`config.mk`:
```
export PLATFORM = sky130hd
export DESIGN_NAME = eldu_back_flat
export DESIGN_NICKNAME = d
export VERILOG_FILES = /design/src/hdl/eikonal_local_distance_update_core_assert.svh /design/src/hdl/eldu_pkg.sv /design/src/hdl/eldu_if.sv /design/src/hdl/eldu_back.sv /design/src/flat_wrapper.sv
export SDC_FILE = /design/constraint.sdc
export NUM_CORES = 1
export LEC_CHECK = 0
export BUFFER_PORTS_ARGS = -buffer_cell sky130_fd_sc_hd__buf_2
export CAP_MARGIN = 15
export CORE_MARGIN = 1
export CORE_UTILIZATION = 29
export CTS_CLUSTER_DIAMETER = 40
export DETAILED_ROUTE_END_ITERATION = 10
export PLACE_DENSITY = 0.48
export SLEW_MARGIN = 30
export SYNTH_ARGS = -nofsm -noshare
export SYNTH_HDL_FRONTEND = slang
export SYNTH_SLANG_ARGS = --single-unit
```
`constraint.sdc`:
```
create_clock -name clock -period 36.9 [get_ports clock]
set_clock_uncertainty 0.15 [all_clocks]
set_input_delay 1.845 -clock clock [delete_from_list [all_inputs] [get_ports clock]]
set_output_delay 1.845 -clock clock [all_outputs]
set_load 0.02 [all_outputs]
```
`src/hdl/eikonal_local_distance_update_core_assert.svh`:
```
// Assertion macros for the eikonal local distance update core.
// Depends on signals named clock and reset in the including module.
`ifndef EIKONAL_LOCAL_DISTANCE_UPDATE_CORE_ASSERT_SVH
`define EIKONAL_LOCAL_DISTANCE_UPDATE_CORE_ASSERT_SVH
`ifndef SYNTHESIS
// Implication checked in the same cycle.
`define ELDU_ASSERT_NOW(label, ante, cons) \
   label: assert property (@(posedge clock) disable iff (reset) (ante) |-> (cons)) \
      else $error("eldu assertion failed");
// Implication checked in the next cycle.
`define ELDU_ASSERT_NEXT(label, ante, cons) \
   label: assert property (@(posedge clock) disable iff (reset) (ante) |=> (cons)) \
      else $error("eldu assertion failed");
`else
`define ELDU_ASSERT_NOW(label, ante, cons)
`define ELDU_ASSERT_NEXT(label, ante, cons)
`endif
`endif

```
`src/hdl/eldu_pkg.sv`:
```
// Shared constants, types and a helper function of the eikonal distance update.
// No dependencies.
package eldu_pkg;

   localparam int FRAC_BITS = 16;
   localparam logic [30:0] GRID_SPACING_RESET = 31'(1 << FRAC_BITS);
   localparam int ROOT_STEPS = 32;
   localparam logic [31:0] MAG_ABSENT = 32'hFFFF_FFFF;

   localparam logic [1:0] STATUS_OK       = 2'd0;
   localparam logic [1:0] STATUS_NO_FIXED = 2'd1;
   localparam logic [1:0] STATUS_MIXED    = 2'd2;

   // Values that ride along with a cell through the arithmetic.
   typedef struct packed {
      logic [31:0] a;
      logic [31:0] b;
      logic [31:0] c;
      logic [32:0] d1;
      logic [1:0]  n;
      logic        neg;
      logic [1:0]  status;
   } side_type;

   typedef struct packed {
      logic        valid;
      logic [63:0] disc2;
      logic [63:0] disc3;
      side_type    side;
   } front_out_type;

   typedef struct packed {
      logic        valid;
      logic [31:0] r2;
      logic [31:0] r3;
      side_type    side;
   } root_out_type;

   typedef struct packed {
      logic [3:0] q;
      logic [1:0] r;
   } div3_type;

   // One radix-16 digit of a division by three: remainder in, digit and remainder out.
   function automatic div3_type div3_step(input logic [1:0] rem, input logic [3:0] nib);
      logic [5:0]  cur;
      logic [11:0] prod;
      logic [5:0]  left;
      div3_type    res;
      cur   = {rem, nib};
      prod  = 12'(cur) * 12'd43;
      res.q = prod[10:7];
      left  = cur - ({2'b00, res.q} + {1'b0, res.q, 1'b0});
      res.r = left[1:0];
      return res;
   endfunction

endpackage

```
`src/hdl/eldu_if.sv`:
```


interface eldu_rsp_if;
   logic               valid;
   logic               ready;
   logic signed [31:0] new_distance;
   logic [1:0]         status;

   modport source(output valid, new_distance, status, input ready);
   modport sink(input valid, new_distance, status, output ready);
endinterface

```
`src/hdl/eldu_back.sv`:
```
// Back pipeline: candidate distances, division by three, sign and saturation.
// Depends on eldu_pkg and eldu_rsp_if.
module eldu_back import eldu_pkg::*; (
   input  logic         clock,
   input  logic         reset,
   input  root_out_type root_out,
   output logic         advance,
   eldu_rsp_if.source   rsp_chan
);

   logic        b1_valid_ff, b2_valid_ff, out_valid_ff;
   logic [33:0] x2, x3_in, x3_ff;
   logic [32:0] dsel_in, dsel_ff, dsel2_ff;
   logic [31:0] c_ff;
   logic [1:0]  n_ff, status_ff, status2_ff, out_status_ff, out_status_in;
   logic        neg_ff, neg2_ff, use3_in, use3_ff;
   logic [35:0] xpad;
   logic [19:0] qhi_in, qhi_ff;
   logic [1:0]  rem_in, rem_ff;
   logic [15:0] xlo_ff;
   logic [15:0] qlo;
   logic [35:0] d3;
   logic [33:0] dfin;
   logic [31:0] mag;
   logic [31:0] dist_in, dist_ff;
   div3_type    st_hi, st_lo;
   logic [1:0]  rem_hi, rem_lo;

   assign advance = !out_valid_ff || rsp_chan.ready;

   // Two-neighbour candidate and its choice against the one-neighbour estimate.
   always_comb begin
      x2    = 34'(root_out.side.a) + 34'(root_out.side.b) + 34'(root_out.r2);
      x3_in = 34'(root_out.side.a) + 34'(root_out.side.b) + 34'(root_out.side.c)
              + 34'(root_out.r3);
      if ((root_out.side.n >= 2'd2) && (root_out.side.d1 > 33'(root_out.side.b)))
         dsel_in = x2[33:1];
      else
         dsel_in = root_out.side.d1;
   end

   // Upper digits of the three-neighbour sum divided by three.
   always_comb begin
      xpad    = {2'b00, x3_ff};
      rem_hi  = 2'd0;
      qhi_in  = '0;
      for (int k = 4; k >= 0; k--) begin
         st_hi = div3_step(rem_hi, xpad[4 * (k + 4) +: 4]);
         qhi_in[4 * k +: 4] = st_hi.q;
         rem_hi = st_hi.r;
      end
      rem_in  = rem_hi;
      use3_in = (n_ff == 2'd3) && (dsel_ff > 33'(c_ff));
   end

   // Lower digits, final choice, sign and saturation.
   always_comb begin
      rem_lo = rem_ff;
      qlo    = '0;
      for (int k = 3; k >= 0; k--) begin
         st_lo = div3_step(rem_lo, xlo_ff[4 * k +: 4]);
         qlo[4 * k +: 4] = st_lo.q;
         rem_lo = st_lo.r;
      end
      d3   = {qhi_ff, qlo};
      dfin = use3_ff ? d3[33:0] : {1'b0, dsel2_ff};
      if (neg2_ff) begin
         mag     = (dfin > 34'h0_8000_0000) ? 32'h8000_0000 : dfin[31:0];
         dist_in = ~mag + 32'd1;
      end else begin
         mag     = (dfin > 34'h0_7FFF_FFFF) ? 32'h7FFF_FFFF : dfin[31:0];
         dist_in = mag;
      end
      out_status_in = status2_ff;
      if (status2_ff != STATUS_OK) dist_in = 32'd0;
   end

   // Valid bits.
   always_ff @(posedge clock) begin
      if (reset) begin
         b1_valid_ff  <= 1'b0;
         b2_valid_ff  <= 1'b0;
         out_valid_ff <= 1'b0;
      end else if (advance) begin
         b1_valid_ff  <= root_out.valid;
         b2_valid_ff  <= b1_valid_ff;
         out_valid_ff <= b2_valid_ff;
      end
   end

   // Payload.
   always_ff @(posedge clock) begin
      if (advance) begin
         x3_ff         <= x3_in;
         dsel_ff       <= dsel_in;
         c_ff          <= root_out.side.c;
         n_ff          <= root_out.side.n;
         neg_ff        <= root_out.side.neg;
         status_ff     <= root_out.side.status;
         qhi_ff        <= qhi_in;
         rem_ff        <= rem_in;
         xlo_ff        <= x3_ff[15:0];
         use3_ff       <= use3_in;
         dsel2_ff      <= dsel_ff;
         neg2_ff       <= neg_ff;
         status2_ff    <= status_ff;
         dist_ff       <= dist_in;
         out_status_ff <= out_status_in;
      end
   end

   assign rsp_chan.valid        = out_valid_ff;
   assign rsp_chan.new_distance = $signed(dist_ff);
   assign rsp_chan.status       = out_status_ff;

endmodule

```
`src/flat_wrapper.sv`:
```
// flat-port wrapper written by rule: the top's interface ports become plain ports
module eldu_back_flat import eldu_pkg::*;
  (clock, reset, root_out, advance, rsp_chan_valid, rsp_chan_new_distance, rsp_chan_status, rsp_chan_ready);
  eldu_rsp_if rsp_chan_i ();
  input  logic clock;
  input  logic reset;
  input  root_out_type root_out;
  output logic advance;
  output wire logic [$bits(rsp_chan_i.valid)-1:0] rsp_chan_valid;
  output wire logic [$bits(rsp_chan_i.new_distance)-1:0] rsp_chan_new_distance;
  output wire logic [$bits(rsp_chan_i.status)-1:0] rsp_chan_status;
  input wire logic [$bits(rsp_chan_i.ready)-1:0] rsp_chan_ready;
  assign rsp_chan_valid = rsp_chan_i.valid;
  assign rsp_chan_new_distance = rsp_chan_i.new_distance;
  assign rsp_chan_status = rsp_chan_i.status;
  assign rsp_chan_i.ready = rsp_chan_ready;
  eldu_back u_core (.clock(clock), .reset(reset), .root_out(root_out), .advance(advance), .rsp_chan(rsp_chan_i));
endmodule
```
==> summary.md <==
| Metric | Value |
|---|---|
| Syn_area_per_cell | `9.72 µm²` |
| Clock sinks | `213` |
| Hold Vio Cnt, Final | `0` |
| Die Wd | `272 µm` |
| Crit Path Max Fanout | `8` |
| Layout area overhead | `18.8%` |
| Slew Limit Fails | `0` |
| Grt met2 use | `25.9%` |
| Routability cong. | `0.867` |
| PortBufs | `237` |
| Layout cells sized above 1 | `16.5%` |
| Core ar. | `71900 µm²` |
| Hold worst-path end | `u_core.xlo_ff[7]$_DFFE_PP_` |
| Busiest grt layer | `met2` |
| Die Area | `74000 µm²` |
| Relative slew slack | `35.8%` |
| Root buffer cell | `clkbuf_16` |
| # DRC | `0` |
| Worst-Skew Late Latency | `0.56 ns` |
| Synth unique cells | `85` |
| Worst flop-to-flop path startpoint | `u_core.xlo_ff[13]$_DFFE_PP_` |
| Htree depth | `2` |
| # rows | `98` |
| Hold Crit Depth | `0` |
| PostCTS Resize Cnt | `0` |
| Fin crit share | `42.7%` |
| Clock transition at path regs | `0.05 ns` |
| DRT Wirelength | `58100 µm` |
| Max Cap Viol | `0` |
| Main synth FF type | `edfxtp_1` |
| Die Height | `272 µm` |
| CP Launch Type | `flop` |
| FF-to-FF setup slack | `21.14 ns` |
| Worst setup margin | `21.14 ns` |
| Vias per inst | `4.74` |
| DRC marker count from the first detailed-route iteration | `777` |
| All-Layer GR Usage | `15.6%` |
| Grt met1 use | `20.8%` |
| Asr flop ratio synth | `0%` |
| Vias in the first global route | `16253` |
| Hold Path Class | `flop to flop` |
| Mapped Nets | `2806` |
| Most frequent cells in the layout | `inv_1, ha_1, buf_2, edfxtp_1, a21oi_1` |
| Via count | `16264` |
| Synthesized cell area | `21100 µm²` |
| Worst EP arrival | `16.00 ns` |
| Largest net degree at the start of global routing | `74` |
| Pre-antenna DRT Iters | `5` |
| Most frequent CP cell | `ha_1` |
| CTS buffer count | `44` |
| CTS Buffer Depth | `3` |
| Setup_tns | `0 ns` |
| FF+latch count, synth | `213` |
| Unrepaired setup endpoints after global routing | `no` |
| Grt met3 use | `1.76%` |
| Cells after Synth | `2174` |
| Post-CTS Setup Bufs | `0` |
| Post-synthesis sequential area ratio | `30.1%` |
| Hold bufs inserted after CTS | `0` |
| Place WS | `20.97 ns` |
| Setup crit end kind | `flop` |
| Minimum clock period | `15.76 ns` |
| Fillers | `7411` |
| Yosys warnings | `0` |
| Critical Path RT | `37.15 ns` |
| Critical path class | `flop to flop` |
| Worst Tran Pin Value | `0.960 ns` |
| Total Nets Final | `3069` |
| First-pass GRT wire length | `90300 µm` |
| Fmax | `63.5 MHz` |
| Post-route ant nets | `0` |
| Initial Util | `29.4%` |
| Wire length per cell | `16.9 µm` |
| Global route total overflow | `0` |
| Worst Hold Launch | `u_core.x3_ff[7]$_DFFE_PP_` |
| Outcome | `finished clean` |
| Max stage delay on crit path | `0.55 ns` |
| CTS tree | `yes` |
| FF-to-FF End | `u_core.rsp_chan.new_distance[28]$_SDFFCE_PP0P_` |
| Most common cell after layout, fill and taps aside | `inv_1` |
| Final-report setup violation count | `0` |
| I/O Pins | `238` |
| R2R depth | `61` |
| EDFF count, synth | `210` |
| Initial antenna violation count | `8` |
| Detailed Place HPWL | `48500 µm` |
| Crit-path slowest cell | `fa_1` |
[kinds of logic after synthesis]
logic type / Yosys count / synth area share, %
AO/OA/AOI/OAI: 453 / 14.5
buffers and inverters: 433 / 7.78
AND/OR/NAND/NOR: 432 / 10.2
adder cells (fa/ha/maj): 430 / 27.8
flip-flops: 213 / 30.1
XOR/XNOR: 151 / 6.42
multiplexers: 62 / 3.20
[registers in the layout, indices dropped and copies added, names as in the netlist, 16 cells and up]
name,count
u_core.xlo_ff,16
u_core.dsel_ff,33
u_core.rsp_chan.new_distance,32
u_core.dsel2_ff,33
u_core.qhi_ff,17
u_core.x3_ff,34
u_core.c_ff,32
[final cells by class]
cell class                      count  area, µm²  share of cell area, %
Clock buffer                       46       1150                   4.58
Sequential cell                   213       6370                   25.4
Inverter                          403       1520                   6.06
Clock inverter                     36        473                   1.88
Multi-Input combinational cell   1528      13100                   52.3
Antenna cell                        6       15.0                 0.0598
Tap cell                          950       1190                   4.73
Timing Repair Buffer              247       1260                   5.04
[through the flow]
| stage | cell area (µm²) | util [%] | hold slack [ns] | std cells |
|---|---|---|---|---|
| after floorplan | 21100 | - | 0.250 | 2174 |
| after global placement | 23500 | 32.6 | 0.252 | 3340 |
| after detailed placement | 23500 | 32.6 | 0.255 | 3340 |
| after CTS | 25100 | 34.9 | 0.262 | 3422 |
| after global routing | 25100 | 34.9 | 0.263 | 3427 |
| final | 25100 | 34.9 | 0.265 | 3429 |
[worst max path at each step]
stage / startpoint / slack (ns) / end / depth (start not counted)
6_report: u_core.xlo_ff[13]$_DFFE_PP_ / 21.14 / u_core.rsp_chan.new_distance[28]$_SDFFCE_PP0P_ / 61
3_5_place_dp: u_core.xlo_ff[13]$_DFFE_PP_ / 20.97 / u_core.rsp_chan.new_distance[27]$_SDFFCE_PP0P_ / 57
4_1_cts: u_core.xlo_ff[13]$_DFFE_PP_ / 20.99 / u_core.rsp_chan.new_distance[23]$_SDFFCE_PP0P_ / 57
3_3_place_gp: u_core.xlo_ff[13]$_DFFE_PP_ / 21.56 / u_core.rsp_chan.new_distance[23]$_SDFFCE_PP0P_ / 57
2_1_floorplan: u_core.xlo_ff[13]$_DFFE_PP_ / 22.79 / u_core.rsp_chan.new_distance[28]$_SDFFCE_PP0P_ / 62
5_1_grt: u_core.xlo_ff[13]$_DFFE_PP_ / 20.03 / u_core.rsp_chan.new_distance[28]$_SDFFCE_PP0P_ / 61
[metal layers]
| layer | vias to the layer above | part of all wire [%] |
|---|---|---|
| met5 | - | 0.059 |
| met4 | 6 | 2.6 |
| met3 | 85 | 3.4 |
| met2 | 340 | 46 |
| met1 | 7617 | 48 |
| li1 | 8216 | - |
[critical path: cells and delay by family (launching register included)]
kind,cells,cell delay [ns]
buf+inv,8,0.46
simple gates,10,2.19
flops,1,0.51
compound gates,14,3.61
fa+ha+maj,17,6.33
xor+xnor,12,2.32
[Yosys cell counts, drive strengths merged (5+ instances only)]
library cell | number | share of area, %
inv | 403 | 7.2
ha | 363 | 21
edfxtp | 210 | 30
a21oi | 127 | 3.0
xnor2 | 118 | 4.9
nor2 | 116 | 2.1
nand2 | 92 | 1.6
o21ai | 76 | 1.8
fa | 67 | 6.3
a21o | 54 | 1.9
nor3 | 46 | 1.2
mux2 | 45 | 2.4
nor2b | 36 | 1.1
nand3 | 32 | 0.78
xor2 | 31 | 1.3
a211oi | 29 | 1.1
o21a | 28 | 0.99
o21bai | 27 | 0.96
nand4 | 25 | 0.74
nand2b | 23 | 0.68
clkbuf | 17 | 0.31
mux2i | 17 | 0.81
a221oi | 14 | 0.67
buf | 13 | 0.31
o31ai | 12 | 0.49
or3 | 12 | 0.36
a31oi | 10 | 0.30
and3 | 9 | 0.27
nor4 | 8 | 0.27
o211ai | 8 | 0.28
or2 | 8 | 0.24
and2 | 6 | 0.18
o22ai | 6 | 0.18
nand3b | 5 | 0.18
Power is not shown: default switching activity piles up to over one toggle a cycle in this logic, so the estimate is an artifact.
